`src/rtl/core/mlpq_pkg.sv`:
```
// Shared types, codes and widths for the multi-level priority queue.
package mlpq_pkg;

	// Parameter defaults
	localparam int DEF_NUM_LEVELS  = 16;
	localparam int DEF_QUEUE_DEPTH = 16;
	localparam int DEF_ID_WIDTH    = 8;

	// Fixed field widths of the stream payloads
	localparam int LEVEL_W   = 4;
	localparam int ACTION_W  = 8;
	localparam int S_TDATA_W = 16;
	localparam int M_TDATA_W = 16;
	localparam int M_TUSER_W = 3;

	// Result status codes
	typedef enum logic [1:0] {
		STAT_OK    = 2'd0,
		STAT_DROP  = 2'd1,
		STAT_EMPTY = 2'd2
	} status_t;

	// Controller states
	typedef enum logic [1:0] {
		ST_IDLE,
		ST_LOOKUP,
		ST_APPLY,
		ST_REPLY
	} state_t;

	// Controller to datapath commands
	typedef struct packed {
		logic load;    // capture the incoming transaction
		logic lookup;  // level search and full check
		logic apply;   // store access and pointer update
		logic reply;   // load the output register
	} cmd_t;

	// Datapath to controller status
	typedef struct packed {
		logic out_free;  // output register can take a result
	} dp_stat_t;

endpackage

```
`src/rtl/core/mlpq_ctrl.sv`:
```
// Sequencer for the priority queue: accept, lookup, apply, reply.
module mlpq_ctrl (
	input  logic                clk,
	input  logic                arst_n,
	input  logic                s_tvalid,
	output logic                s_tready,
	output mlpq_pkg::cmd_t      cmd,
	input  mlpq_pkg::dp_stat_t  stat
);
	import mlpq_pkg::*;

	state_t state_q;
	state_t state_next;

	// State register
	always_ff @(posedge clk or negedge arst_n) begin
		if (!arst_n) begin
			state_q <= ST_IDLE;
		end else begin
			state_q <= state_next;
		end
	end

	// Next state
	always_comb begin
		state_next = state_q;
		unique case (state_q)
			ST_IDLE: begin
				if (s_tvalid) begin
					state_next = ST_LOOKUP;
				end
			end
			ST_LOOKUP: state_next = ST_APPLY;
			ST_APPLY:  state_next = ST_REPLY;
			ST_REPLY: begin
				if (stat.out_free) begin
					state_next = ST_IDLE;
				end
			end
			default: state_next = ST_IDLE;
		endcase
	end

	// Outputs
	always_comb begin
		s_tready   = 1'b0;
		cmd        = '0;
		unique case (state_q)
			ST_IDLE: begin
				s_tready = 1'b1;
				cmd.load = s_tvalid;
			end
			ST_LOOKUP: cmd.lookup = 1'b1;
			ST_APPLY:  cmd.apply  = 1'b1;
			ST_REPLY:  cmd.reply  = stat.out_free;
			default: begin
				s_tready = 1'b0;
			end
		endcase
	end

endmodule

```
`src/rtl/core/mlpq_dp.sv`:
```
// Datapath: entry store, per-level pointers and counts, level search, output register.
module mlpq_dp #(
	parameter int NUM_LEVELS  = mlpq_pkg::DEF_NUM_LEVELS,
	parameter int QUEUE_DEPTH = mlpq_pkg::DEF_QUEUE_DEPTH,
	parameter int ID_WIDTH    = mlpq_pkg::DEF_ID_WIDTH
) (
	input  logic                              clk,
	input  logic                              arst_n,
	input  mlpq_pkg::cmd_t                    cmd,
	output mlpq_pkg::dp_stat_t                stat,
	input  logic [mlpq_pkg::S_TDATA_W-1:0]    s_tdata,
	input  logic                              s_tuser,
	output logic                              m_tvalid,
	input  logic                              m_tready,
	output logic [mlpq_pkg::M_TDATA_W-1:0]    m_tdata,
	output logic [mlpq_pkg::M_TUSER_W-1:0]    m_tuser
);
	import mlpq_pkg::*;

	localparam int LW    = $clog2(NUM_LEVELS);
	localparam int PW    = (QUEUE_DEPTH > 1) ? $clog2(QUEUE_DEPTH) : 1;
	localparam int CW    = $clog2(QUEUE_DEPTH + 1);
	localparam int DEPTH = NUM_LEVELS * QUEUE_DEPTH;
	localparam int AW    = $clog2(DEPTH);
	localparam int TW    = $clog2(DEPTH + 1);

	// Captured request
	logic                req_pop_q;
	logic [LEVEL_W-1:0]  lvl_q;
	logic [ID_WIDTH-1:0] id_q;

	// Per-level queue state
	logic [PW-1:0] head_q [NUM_LEVELS];
	logic [PW-1:0] tail_q [NUM_LEVELS];
	logic [CW-1:0] cnt_q  [NUM_LEVELS];
	logic [TW-1:0] total_q;

	// Entry store
	logic [ID_WIDTH-1:0] mem [DEPTH];
	logic [ID_WIDTH-1:0] rd_data_q;

	// Lookup results
	logic [LW-1:0] sel_s1;
	logic          found_s1;
	logic          drop_s1;

	// Output register
	logic                m_tvalid_q;
	logic                o_valid_q;
	logic [ACTION_W-1:0] o_action_q;
	logic [LEVEL_W-1:0]  o_level_q;
	logic                o_more_q;
	status_t             o_status_q;

	logic [LW-1:0] push_idx;
	logic          in_range;
	logic [LW-1:0] enc_lvl;
	logic          enc_found;
	logic [LW-1:0] act_lvl;
	logic [PW-1:0] act_ptr;
	logic [AW-1:0] addr;

	function automatic logic [PW-1:0] next_ptr(input logic [PW-1:0] p);
		if (p == PW'(QUEUE_DEPTH - 1)) begin
			return '0;
		end
		return p + PW'(1);
	endfunction

	assign push_idx = LW'(lvl_q);
	assign in_range = (9'(lvl_q) < 9'(NUM_LEVELS));

	// Lowest-numbered non-empty level
	always_comb begin
		enc_found = 1'b0;
		enc_lvl   = '0;
		for (int k = NUM_LEVELS - 1; k >= 0; k--) begin
			if (cnt_q[k] != '0) begin
				enc_found = 1'b1;
				enc_lvl   = LW'(k);
			end
		end
	end

	// Store address
	assign act_lvl = req_pop_q ? sel_s1 : push_idx;
	assign act_ptr = req_pop_q ? head_q[act_lvl] : tail_q[act_lvl];
	assign addr    = AW'(act_lvl) * AW'(QUEUE_DEPTH) + AW'(act_ptr);

	// Request capture and lookup
	always_ff @(posedge clk) begin
		if (cmd.load) begin
			req_pop_q <= s_tuser;
			lvl_q     <= s_tdata[LEVEL_W-1:0];
			id_q      <= ID_WIDTH'(s_tdata[LEVEL_W +: ACTION_W]);
		end
		if (cmd.lookup) begin
			sel_s1   <= enc_lvl;
			found_s1 <= enc_found;
			drop_s1  <= !in_range || (cnt_q[push_idx] == CW'(QUEUE_DEPTH));
		end
	end

	// Entry store write and registered read
	always_ff @(posedge clk) begin
		if (cmd.apply && !req_pop_q && !drop_s1) begin
			mem[addr] <= id_q;
		end
		if (cmd.apply && req_pop_q && found_s1) begin
			rd_data_q <= mem[addr];
		end
	end

	// Pointer and count update
	always_ff @(posedge clk or negedge arst_n) begin
		if (!arst_n) begin
			for (int k = 0; k < NUM_LEVELS; k++) begin
				head_q[k] <= '0;
				tail_q[k] <= '0;
				cnt_q[k]  <= '0;
			end
			total_q <= '0;
		end else if (cmd.apply) begin
			if (!req_pop_q && !drop_s1) begin
				tail_q[act_lvl] <= next_ptr(tail_q[act_lvl]);
				cnt_q[act_lvl]  <= cnt_q[act_lvl] + CW'(1);
				total_q         <= total_q + TW'(1);
			end else if (req_pop_q && found_s1) begin
				head_q[act_lvl] <= next_ptr(head_q[act_lvl]);
				cnt_q[act_lvl]  <= cnt_q[act_lvl] - CW'(1);
				total_q         <= total_q - TW'(1);
			end
		end
	end

	// Output handshake
	assign stat.out_free = !m_tvalid_q || m_tready;

	always_ff @(posedge clk or negedge arst_n) begin
		if (!arst_n) begin
			m_tvalid_q <= 1'b0;
		end else if (cmd.reply) begin
			m_tvalid_q <= 1'b1;
		end else if (m_tready) begin
			m_tvalid_q <= 1'b0;
		end
	end

	// Result payload
	always_ff @(posedge clk) begin
		if (cmd.reply) begin
			o_more_q <= (total_q != '0);
			if (req_pop_q && found_s1) begin
				o_valid_q  <= 1'b1;
				o_action_q <= ACTION_W'(rd_data_q);
				o_level_q  <= LEVEL_W'(sel_s1);
				o_status_q <= STAT_OK;
			end else begin
				o_valid_q  <= 1'b0;
				o_action_q <= '0;
				o_level_q  <= '0;
				if (req_pop_q) begin
					o_status_q <= STAT_EMPTY;
				end else if (drop_s1) begin
					o_status_q <= STAT_DROP;
				end else begin
					o_status_q <= STAT_OK;
				end
			end
		end
	end

	assign m_tvalid = m_tvalid_q;
	assign m_tdata  = {3'b000, o_more_q, o_level_q, o_action_q};
	assign m_tuser  = {o_status_q, o_valid_q};

	// Occupancy never exceeds the store size
	a_total_bound: assert property (@(posedge clk) disable iff (!arst_n)
		total_q <= TW'(DEPTH))
		else $error("total entry count above store size");

	// An accepted push always targets a level with room
	a_push_room: assert property (@(posedge clk) disable iff (!arst_n)
		(cmd.apply && !req_pop_q && !drop_s1) |-> (cnt_q[push_idx] < CW'(QUEUE_DEPTH)))
		else $error("push written into a full level");

	// A successful pop removes exactly one entry from the selected level
	a_pop_dec: assert property (@(posedge clk) disable iff (!arst_n)
		(cmd.apply && req_pop_q && found_s1) |=>
		(cnt_q[sel_s1] == $past(cnt_q[sel_s1]) - CW'(1)))
		else $error("pop did not decrement level count");

	// An empty-pop result never reports pending entries or a delivered id
	a_empty_reply: assert property (@(posedge clk) disable iff (!arst_n)
		(m_tvalid_q && (o_status_q == STAT_EMPTY)) |-> (!o_more_q && !o_valid_q))
		else $error("empty pop result carries data");

endmodule

```
`src/rtl/core/multi_level_priority_queue.sv`:
```
// A result shows on m_tvalid after its transaction passes the lookup, apply and
// reply states. A new transaction is taken only in the idle state, once the last
// reply is loaded; the reply waits while the output register is stalled.
// Reset: arst_n clears state, head/tail pointers and level counts; the entry store
// is left uninitialized and needs no clearing pass.
module multi_level_priority_queue #(
	parameter int NUM_LEVELS  = mlpq_pkg::DEF_NUM_LEVELS,
	parameter int QUEUE_DEPTH = mlpq_pkg::DEF_QUEUE_DEPTH,
	parameter int ID_WIDTH    = mlpq_pkg::DEF_ID_WIDTH
) (
	input  logic                              clk,
	input  logic                              arst_n,
	input  logic                              s_tvalid,
	output logic                              s_tready,
	input  logic [mlpq_pkg::S_TDATA_W-1:0]    s_tdata,   // level[3:0], action_id[11:4]
	input  logic                              s_tuser,   // req_type[0]
	output logic                              m_tvalid,
	input  logic                              m_tready,
	output logic [mlpq_pkg::M_TDATA_W-1:0]    m_tdata,   // out_action[7:0], out_level[11:8],
	                                                     // more_pending[12]
	output logic [mlpq_pkg::M_TUSER_W-1:0]    m_tuser    // out_valid[0], status[2:1]
);
	import mlpq_pkg::*;

	cmd_t     cmd;
	dp_stat_t stat;

	mlpq_ctrl u_ctrl (
		.clk      (clk),
		.arst_n   (arst_n),
		.s_tvalid (s_tvalid),
		.s_tready (s_tready),
		.cmd      (cmd),
		.stat     (stat)
	);

	mlpq_dp #(
		.NUM_LEVELS  (NUM_LEVELS),
		.QUEUE_DEPTH (QUEUE_DEPTH),
		.ID_WIDTH    (ID_WIDTH)
	) u_dp (
		.clk      (clk),
		.arst_n   (arst_n),
		.cmd      (cmd),
		.stat     (stat),
		.s_tdata  (s_tdata),
		.s_tuser  (s_tuser),
		.m_tvalid (m_tvalid),
		.m_tready (m_tready),
		.m_tdata  (m_tdata),
		.m_tuser  (m_tuser)
	);

endmodule
```
`config.mk`:
```
export PLATFORM = sky130hd
export DESIGN_NAME = multi_level_priority_queue
export DESIGN_NICKNAME = d
export VERILOG_FILES = /design/src/rtl/core/mlpq_pkg.sv /design/src/rtl/core/mlpq_ctrl.sv /design/src/rtl/core/mlpq_dp.sv /design/src/rtl/core/multi_level_priority_queue.sv
export SDC_FILE = /design/constraint.sdc
export NUM_CORES = 2
export LEC_CHECK = 0
export BUFFER_PORTS_ARGS = -buffer_cell sky130_fd_sc_hd__buf_4
export CORE_MARGIN = 5
export CORE_UTILIZATION = 55
export CTS_CLUSTER_SIZE = 25
export DETAILED_ROUTE_END_ITERATION = 12
export PLACE_DENSITY = 0.79
export RECOVER_POWER = 100
export SETUP_SLACK_MARGIN = 0.02
export SLEW_MARGIN = 20
export SYNTH_ARGS = -nofsm -noshare
export SYNTH_HDL_FRONTEND = slang
export SYNTH_SLANG_ARGS = --single-unit
```
`constraint.sdc`:
```
create_clock -name clk -period 11.1 [get_ports clk]
set_input_delay 0.555 -clock clk [delete_from_list [all_inputs] [get_ports clk]]
set_output_delay 0.555 -clock clk [all_outputs]
set_load 0.05 [all_outputs]
```
-- After elaboration in Yosys (flattened, before gate mapping)
Memory sizes are Yosys's and may differ from the RTL's. A register that Yosys moved wholly into a read port is not among the register bits.
Cells that the tools add are included.
- add/sub/neg operators: 7
- order comparisons: 3
- eq/ne operators: 8
- mux-type cells: 73
- bitwise operators: 3
- reduce and logical (&&, ||, !) cells: 40
- operator list (operator ; number):
    $bwmux W80 ; 2
    $mux W80 ; 2
    $bwmux W64 ; 2
    $mux W4 ; 24
    $reduce_bool A5 Y1 ; 16
    $bmux W5 S4 ; 2
    $bmux W4 S4 ; 2
    $mux W5 ; 5
    $demux W5 S4 ; 1
    $mux W1 ; 20
    $mux W9 ; 2
    $demux W4 S4 ; 1
    $reduce_or A15 Y1 ; 1
    $mux W3 ; 4
    $ge A5 B5 Y1 const B ; 2
    $mux W2 ; 5
    $not A4 Y5 ; 2
    $add A9 B1 Y9 const B ; 1
    $reduce_bool A9 Y1 ; 1
    $sub A9 B1 Y9 const B ; 1
    $add A4 B1 Y4 const B ; 2
    $add A8 B4 Y8 ; 1
    $eq A4 B4 Y1 const B ; 2
    $pmux W2 S4 ; 1
    other kinds (19) ; 32
- flip-flop bits (word level): 255
- RAM bits: 2048
- input port bits: 21
- output and inout port bits: 21
- word-level logic and storage cells: 201
- memories kept: 1
- memories (name ; depth ; width ; rd ports ; clocked after memory_dff ; write ports ; RTL line ; text):
    u_dp.mem ; 256 ; 8 ; 1 ; 1 ; 1 ; mlpq_dp.sv:39 ; logic [ID_WIDTH-1:0] mem [DEPTH];

-- Logic depth before layout (Yosys ltp)
- depth in word-level cells: 16
- gate-level depth with buffers: 19

-- Cells and area by module
From an unflattened synthesis, not the netlist that was laid out.
- cell total of the unflattened synthesis: 5457
- area total of the unflattened synthesis: 89273.1 µm²
- by module, submodules not included (module ; times used ; cells each ; area an instance (µm²) ; seq. area each (µm²)):
    mlpq_dp ; 1 ; 5442 ; 89099.2 ; 68245.5
    mlpq_ctrl ; 1 ; 15 ; 173.9 ; 50.0

-- Least setup slack after synthesis
No wires, ideal clock.
- path type: register to register
- start: register u_dp.lvl_q[0]
- end: memory u_dp.mem[114][0] (netlist name) (enable)
- arrival time: 3.838 ns
- data required time: 10.730 ns
- path slack: 6.892 ns
- cell stages (with the launch flop): 16
- buffers on the path: 7
- clock period less this slack: 4.208 ns
- path through: edfxtp_1 buf_6 mux2i_4 buf_6 buf_4 mux4_2 a22oi_1 o211ai_1 mux2i_2 and2_1 buf_2 buf_2 clkbuf_1 nand2_1 buf_2 nor2_1
- longest elaborated chain between the ends: 7
- elaborated cells between the ends (all ways): 10
- ends and longest elaborated chain (what ; RTL line ; text):
    start: declaration ; mlpq_dp.sv:29 ; logic [LEVEL_W-1:0] lvl_q;
    start signal: assignment ; mlpq_dp.sv:94 ; lvl_q <= s_tdata[LEVEL_W-1:0];
    $mux W4 * ; mlpq_dp.sv:86 ; assign act_lvl = req_pop_q ? sel_s1 : push_idx;
    $not A4 Y5 (implied by the code) ; mlpq_dp.sv:87 ; assign act_ptr = req_pop_q ? head_q[act_lvl] : tail_q[act_lvl];
    $bmux W4 S4 ; mlpq_dp.sv:87 ;
    $mux W4 (implied by the code) (2 in a row) ; mlpq_dp.sv:87 ;
    $mux W4 ; mlpq_dp.sv:87 ;
    $add A8 B4 Y8 * ; mlpq_dp.sv:88 ; assign addr = AW'(act_lvl) * AW'(QUEUE_DEPTH) + AW'(act_ptr);
    end: declaration ; mlpq_dp.sv:39 ;
Mark *: on every way between the ends. The rest lies on a longest branch, timed or not. The select of a mux whose other input is x is not followed.

-- Final worst setup path
- start: register u_dp.req_pop_q
- end: memory u_dp.mem[67][1] (netlist name) (enable)
- longest elaborated chain between the ends: 7
- elaborated cells between the ends (all ways): 15
- ends and longest elaborated chain (what ; RTL line ; text):
    start: declaration ; mlpq_dp.sv:28 ; logic req_pop_q;
    start signal: assignment ; mlpq_dp.sv:93 ; req_pop_q <= s_tuser;
    $mux W4 ; mlpq_dp.sv:86 ;
    $not A4 Y5 (implied by the code) ; mlpq_dp.sv:87 ;
    $bmux W4 S4 ; mlpq_dp.sv:87 ;
    $mux W4 (implied by the code) (2 in a row) ; mlpq_dp.sv:87 ;
    $mux W4 ; mlpq_dp.sv:87 ;
    $add A8 B4 Y8 ; mlpq_dp.sv:88 ;
Several ways; a longest one is shown, not always the timed one. The select of a mux whose other input is x is not followed.

==> results_dict.tcl <==
set metrics [dict create \
    min_to "u_ctrl.state_q[1]" \
    vias_per_cell 6.82 \
    cts-root-buf "clkbuf_16" \
    r2r-start "u_dp.req_pop_q" \
    drtIter0Drc 8216 \
    syn-instance-count 5370 \
    ys.flop_type "edfxtp_1" \
    fin_util 0.605 \
    setup_viol 0 \
    cts_resized 0 \
    fin_crit_ns 9.31 \
    synth-compound-area-share 0.140 \
    drc 0 \
    start_util 0.554 \
    worst_slew_pin_slew_ns 8.96 \
    synth_top_area_frac 0.706 \
    synth_xor_area_frac 0.00148 \
    grt.total_usage 0.256 \
    netlist_top_cells_area "edfxtp_1, dfrtp_1, a22oi_1" \
    synth.ff_latch_count 2311 \
    cts_max_path_buffers 3 \
    period_share 0.839 \
    cp.arrival_ns 9.75 \
    crit_required_ns 11.54 \
    post_drt_wl_per_cell_um 28.9 \
    min_path_type "in -> reg" \
    p_comb_frac 0.325 \
    final_common_cell "edfxtp_1" \
    slowest_stage "and2_0" \
    vias 52200 \
    clock-sinks 2311 \
    cts_made_buffers 214 \
    grt-ovfl-total 0 \
    synth_cell_types 77 \
    hold_depth 5 \
    hold_violations 0 \
    seqPwrFrac 0.406 \
    startpoint_type "flip-flop" \
    grt_pass1_vias 51000 \
    post_cts_buffers 0 \
    ioPinCount 42 \
    drive_gt1_frac 0.0967 \
    core_um2 161000 \
    p_int_mw 16.7 \
    synth_top_family_by_area "compound AO/OA/AOI/OAI gates" \
    insertion_delay_ns 0.83 \
    slew_headroom -4.97 \
    reg2reg_to "u_dp.mem[67][1]" \
    die_w_um 412 \
    htreeDepth 4 \
    rows 147 \
    wl_mm 221 \
    p_sw_frac 0.348 \
    synthSimpleGateAreaFrac 0.0400 \
    max_cap_violations 35 \
    numPortBuffers 34 \
    finalWorstSetupSlack_ns 1.79 \
    synth_area_per_cell_um2 16.6 \
    grt_pass1_wl_mm 328 \
    synthArstFlopShare 0.0952 \
    power_switching_mw 8.93 \
    worst_r2r_path_depth 11 \
    drtPass1Iterations 9 \
    dieArea_um2 170000 \
    netlist_area_um2 89000 \
    cp_common_cell "clkbuf_1" \
    violations "max-capacitance violations, max-slew violations" \
    p_leak_nw 31.1 \
    cts_tree "yes" \
    gp_congestion 0.863 \
    area_growth_pct 9.32 \
    fin_nets 5352 \
    rrSetupSlack_ns 1.79 \
    ant_nets 0 \
    crit_path_max_incr_delay_ns 1.29 \
    status "complete, but fails checks" \
    path_clk_slew_ns 0.06 \
    dp_worst_setup_slack_ns 3.33 \
    ys_seq_area_frac 0.767 \
    dp_hpwl_mm 126 \
    synth_edf_count 2091 \
    rsz0062_at_grt "false" \
    grt_max_degree 185 \
    die_h_um 412 \
    placed_cell_area_um2 90900 \
    power_frac_clock 0.269 \
    cp-end-kind "flip-flop" \
    fin_area_um2 97300 \
    yosys.area.top_type "edfxtp_1" \
    powerDensity_nw_per_um2 264 \
    hold_ws_ns 0.153 \
    final_cell_mix "edfxtp_1, a22oi_1, nor2_1, a22o_1, a21oi_1" \
    ys_warn_count 0 \
    crit_chain "clkbuf_1 -> or3b_1 -> nand2_1 -> a2111oi_0 -> o211ai_1 -> mux2i_2 -> clkbuf_1 -> and2_0 -> nand2_1 -> clkbuf_1 -> nor2_1" \
    min_from "s_tvalid" \
    max_freq_mhz 107 \
    yosys.area_share.adder 0.00233 \
    setup_tns_ns 0 \
    crit_fanout 28 \
    critPathKind "reg -> reg" \
    irDropWorstVdd_mv 0.258 \
    skew_ns 0.0285 \
    muxShareOfSynthArea 0.0254 \
    finalMaxSlewViolations 2242 \
    antenna_found_initial 4 \
]
## kinds of logic (layout without fill, tap and decap cells)
| logic type | after synthesis | in the layout |
|---|---|---|
| AO/OA/AOI/OAI | 1661 | 1661 |
| XOR/XNOR | 15 | 15 |
| adder cells (fa/ha/maj) | 16 | 16 |
| buffers and inverters | 449 | 567 |
| flip-flops | 2311 | 2311 |
| multiplexers | 166 | 166 |
| other | 1 | 4 |
| AND/OR/NAND/NOR | 751 | 751 |
## sequential cells by signal, indices dropped and copies added (netlist names), 2 cells and up, named ones only
signal / flops
u_dp.sel_s1: 4
u_dp.o_status_q: 2
u_dp.head_q: 64
u_dp.cnt_q: 64
u_dp.total_q: 9
u_dp.id_q: 8
u_ctrl.state_q: 2
u_dp.o_level_q: 4
u_dp.mem: 2048
u_dp.lvl_q: 4
u_dp.rd_data_q: 8
u_dp.tail_q: 64
u_dp.o_action_q: 8
## worst max-delay path by stage
stage	startpoint	end	slack, ns	cells past startpoint
3_5_place_dp	u_dp.req_pop_q	u_dp.rd_data_q[4]	3.33	15
6_report	u_dp.req_pop_q	u_dp.mem[67][1]	1.79	11
4_1_cts	u_dp.req_pop_q	u_dp.rd_data_q[4]	3.31	15
2_1_floorplan	u_dp.lvl_q[0]	u_dp.mem[114][0]	6.89	15
5_1_grt	u_dp.req_pop_q	u_dp.mem[103][1]	1.51	11
3_3_place_gp	u_dp.req_pop_q	u_dp.rd_data_q[4]	3.45	15
## routing by layer
layer	vias up	global-route usage	wire length, um
li1	21900	-	-
met3	547	0.0580	25600
met5	-	0	0
met1	26100	0.353	80700
met4	0	0.114	10900
met2	3598	0.397	104000
## power groups by stage
stage / Clock [mW] / Sequential (mW) / Combinational [mW]
final: 6.91 / 10.4 / 8.33
after global routing: 7.32 / 10.4 / 8.81
after CTS: 6.94 / 10.3 / 8.29
after detailed placement: 0 / 10.5 / 8.21
after global placement: 0 / 10.5 / 7.99
after floorplan: 0 / 10.7 / 5.53
## synth_stat cells, types with 5 or more instances
cell type  number
and3_1         14
a31oi_1        18
a22oi_1       372
o211ai_1       14
o32ai_1         5
a221oi_1      135
clkbuf_1      191
a222oi_1      104
xor2_1          6
o21ai_1        14
buf_2         148
a41oi_1        17
o41a_1         16
mux4_2         32
buf_4          32
nand2b_1        7
a211oi_1        6
inv_1          34
ha_1           15
nand2_1       223
a22o_1        281
a221o_1        80
o41ai_1         5
and2_1         11
nand4_1        41
or4_1         103
nor2b_1        10
mux2_2        128
dfrtp_1       220
buf_6          14
o21ai_0       153
nor2_1        299
a21boi_1       16
buf_1          28
nand3_1        11
o22ai_1        61
a21o_1         38
a21boi_0       29
o2bb2ai_1       8
a21oi_1       264
edfxtp_1     2091
nor4_1          8
xnor2_1         9
## critical path, delay by kind of cell (launching register included)
kind            cells  cell delay, ns
flops               1            0.92
mux                 1            0.25
simple gates        5            4.37
compound gates      2            1.16
buf+inv             3            2.19
## final cells by class
| cell class | count | area (um2) |
|---|---|---|
| inverters | 36 | 138 |
| repair buffers | 140 | 915 |
| multi-input cells | 2612 | 18700 |
| flip-flops and latches | 2311 | 68300 |
| diodes | 1 | 2.50 |
| fillers | 11100 | 63500 |
| clock buffers | 281 | 5790 |
| clock inverters | 110 | 767 |
| well taps | 2160 | 2700 |
## metrics by stage
stage                     power, mW  cells
after global placement         18.5   7243
after detailed placement       18.7   7243
after floorplan                16.2   5372
after CTS                      25.6   7649
final                          25.7   7651
after global routing           26.6   7650
## what timing repair did
item / 4_1_cts / 5_1_grt
endpoints found under the hold margin: 112 / 0
hold buffers: 15 / 0
endpoints found under the setup margin: 0 / 0
(Power assumes the default switching activity.)
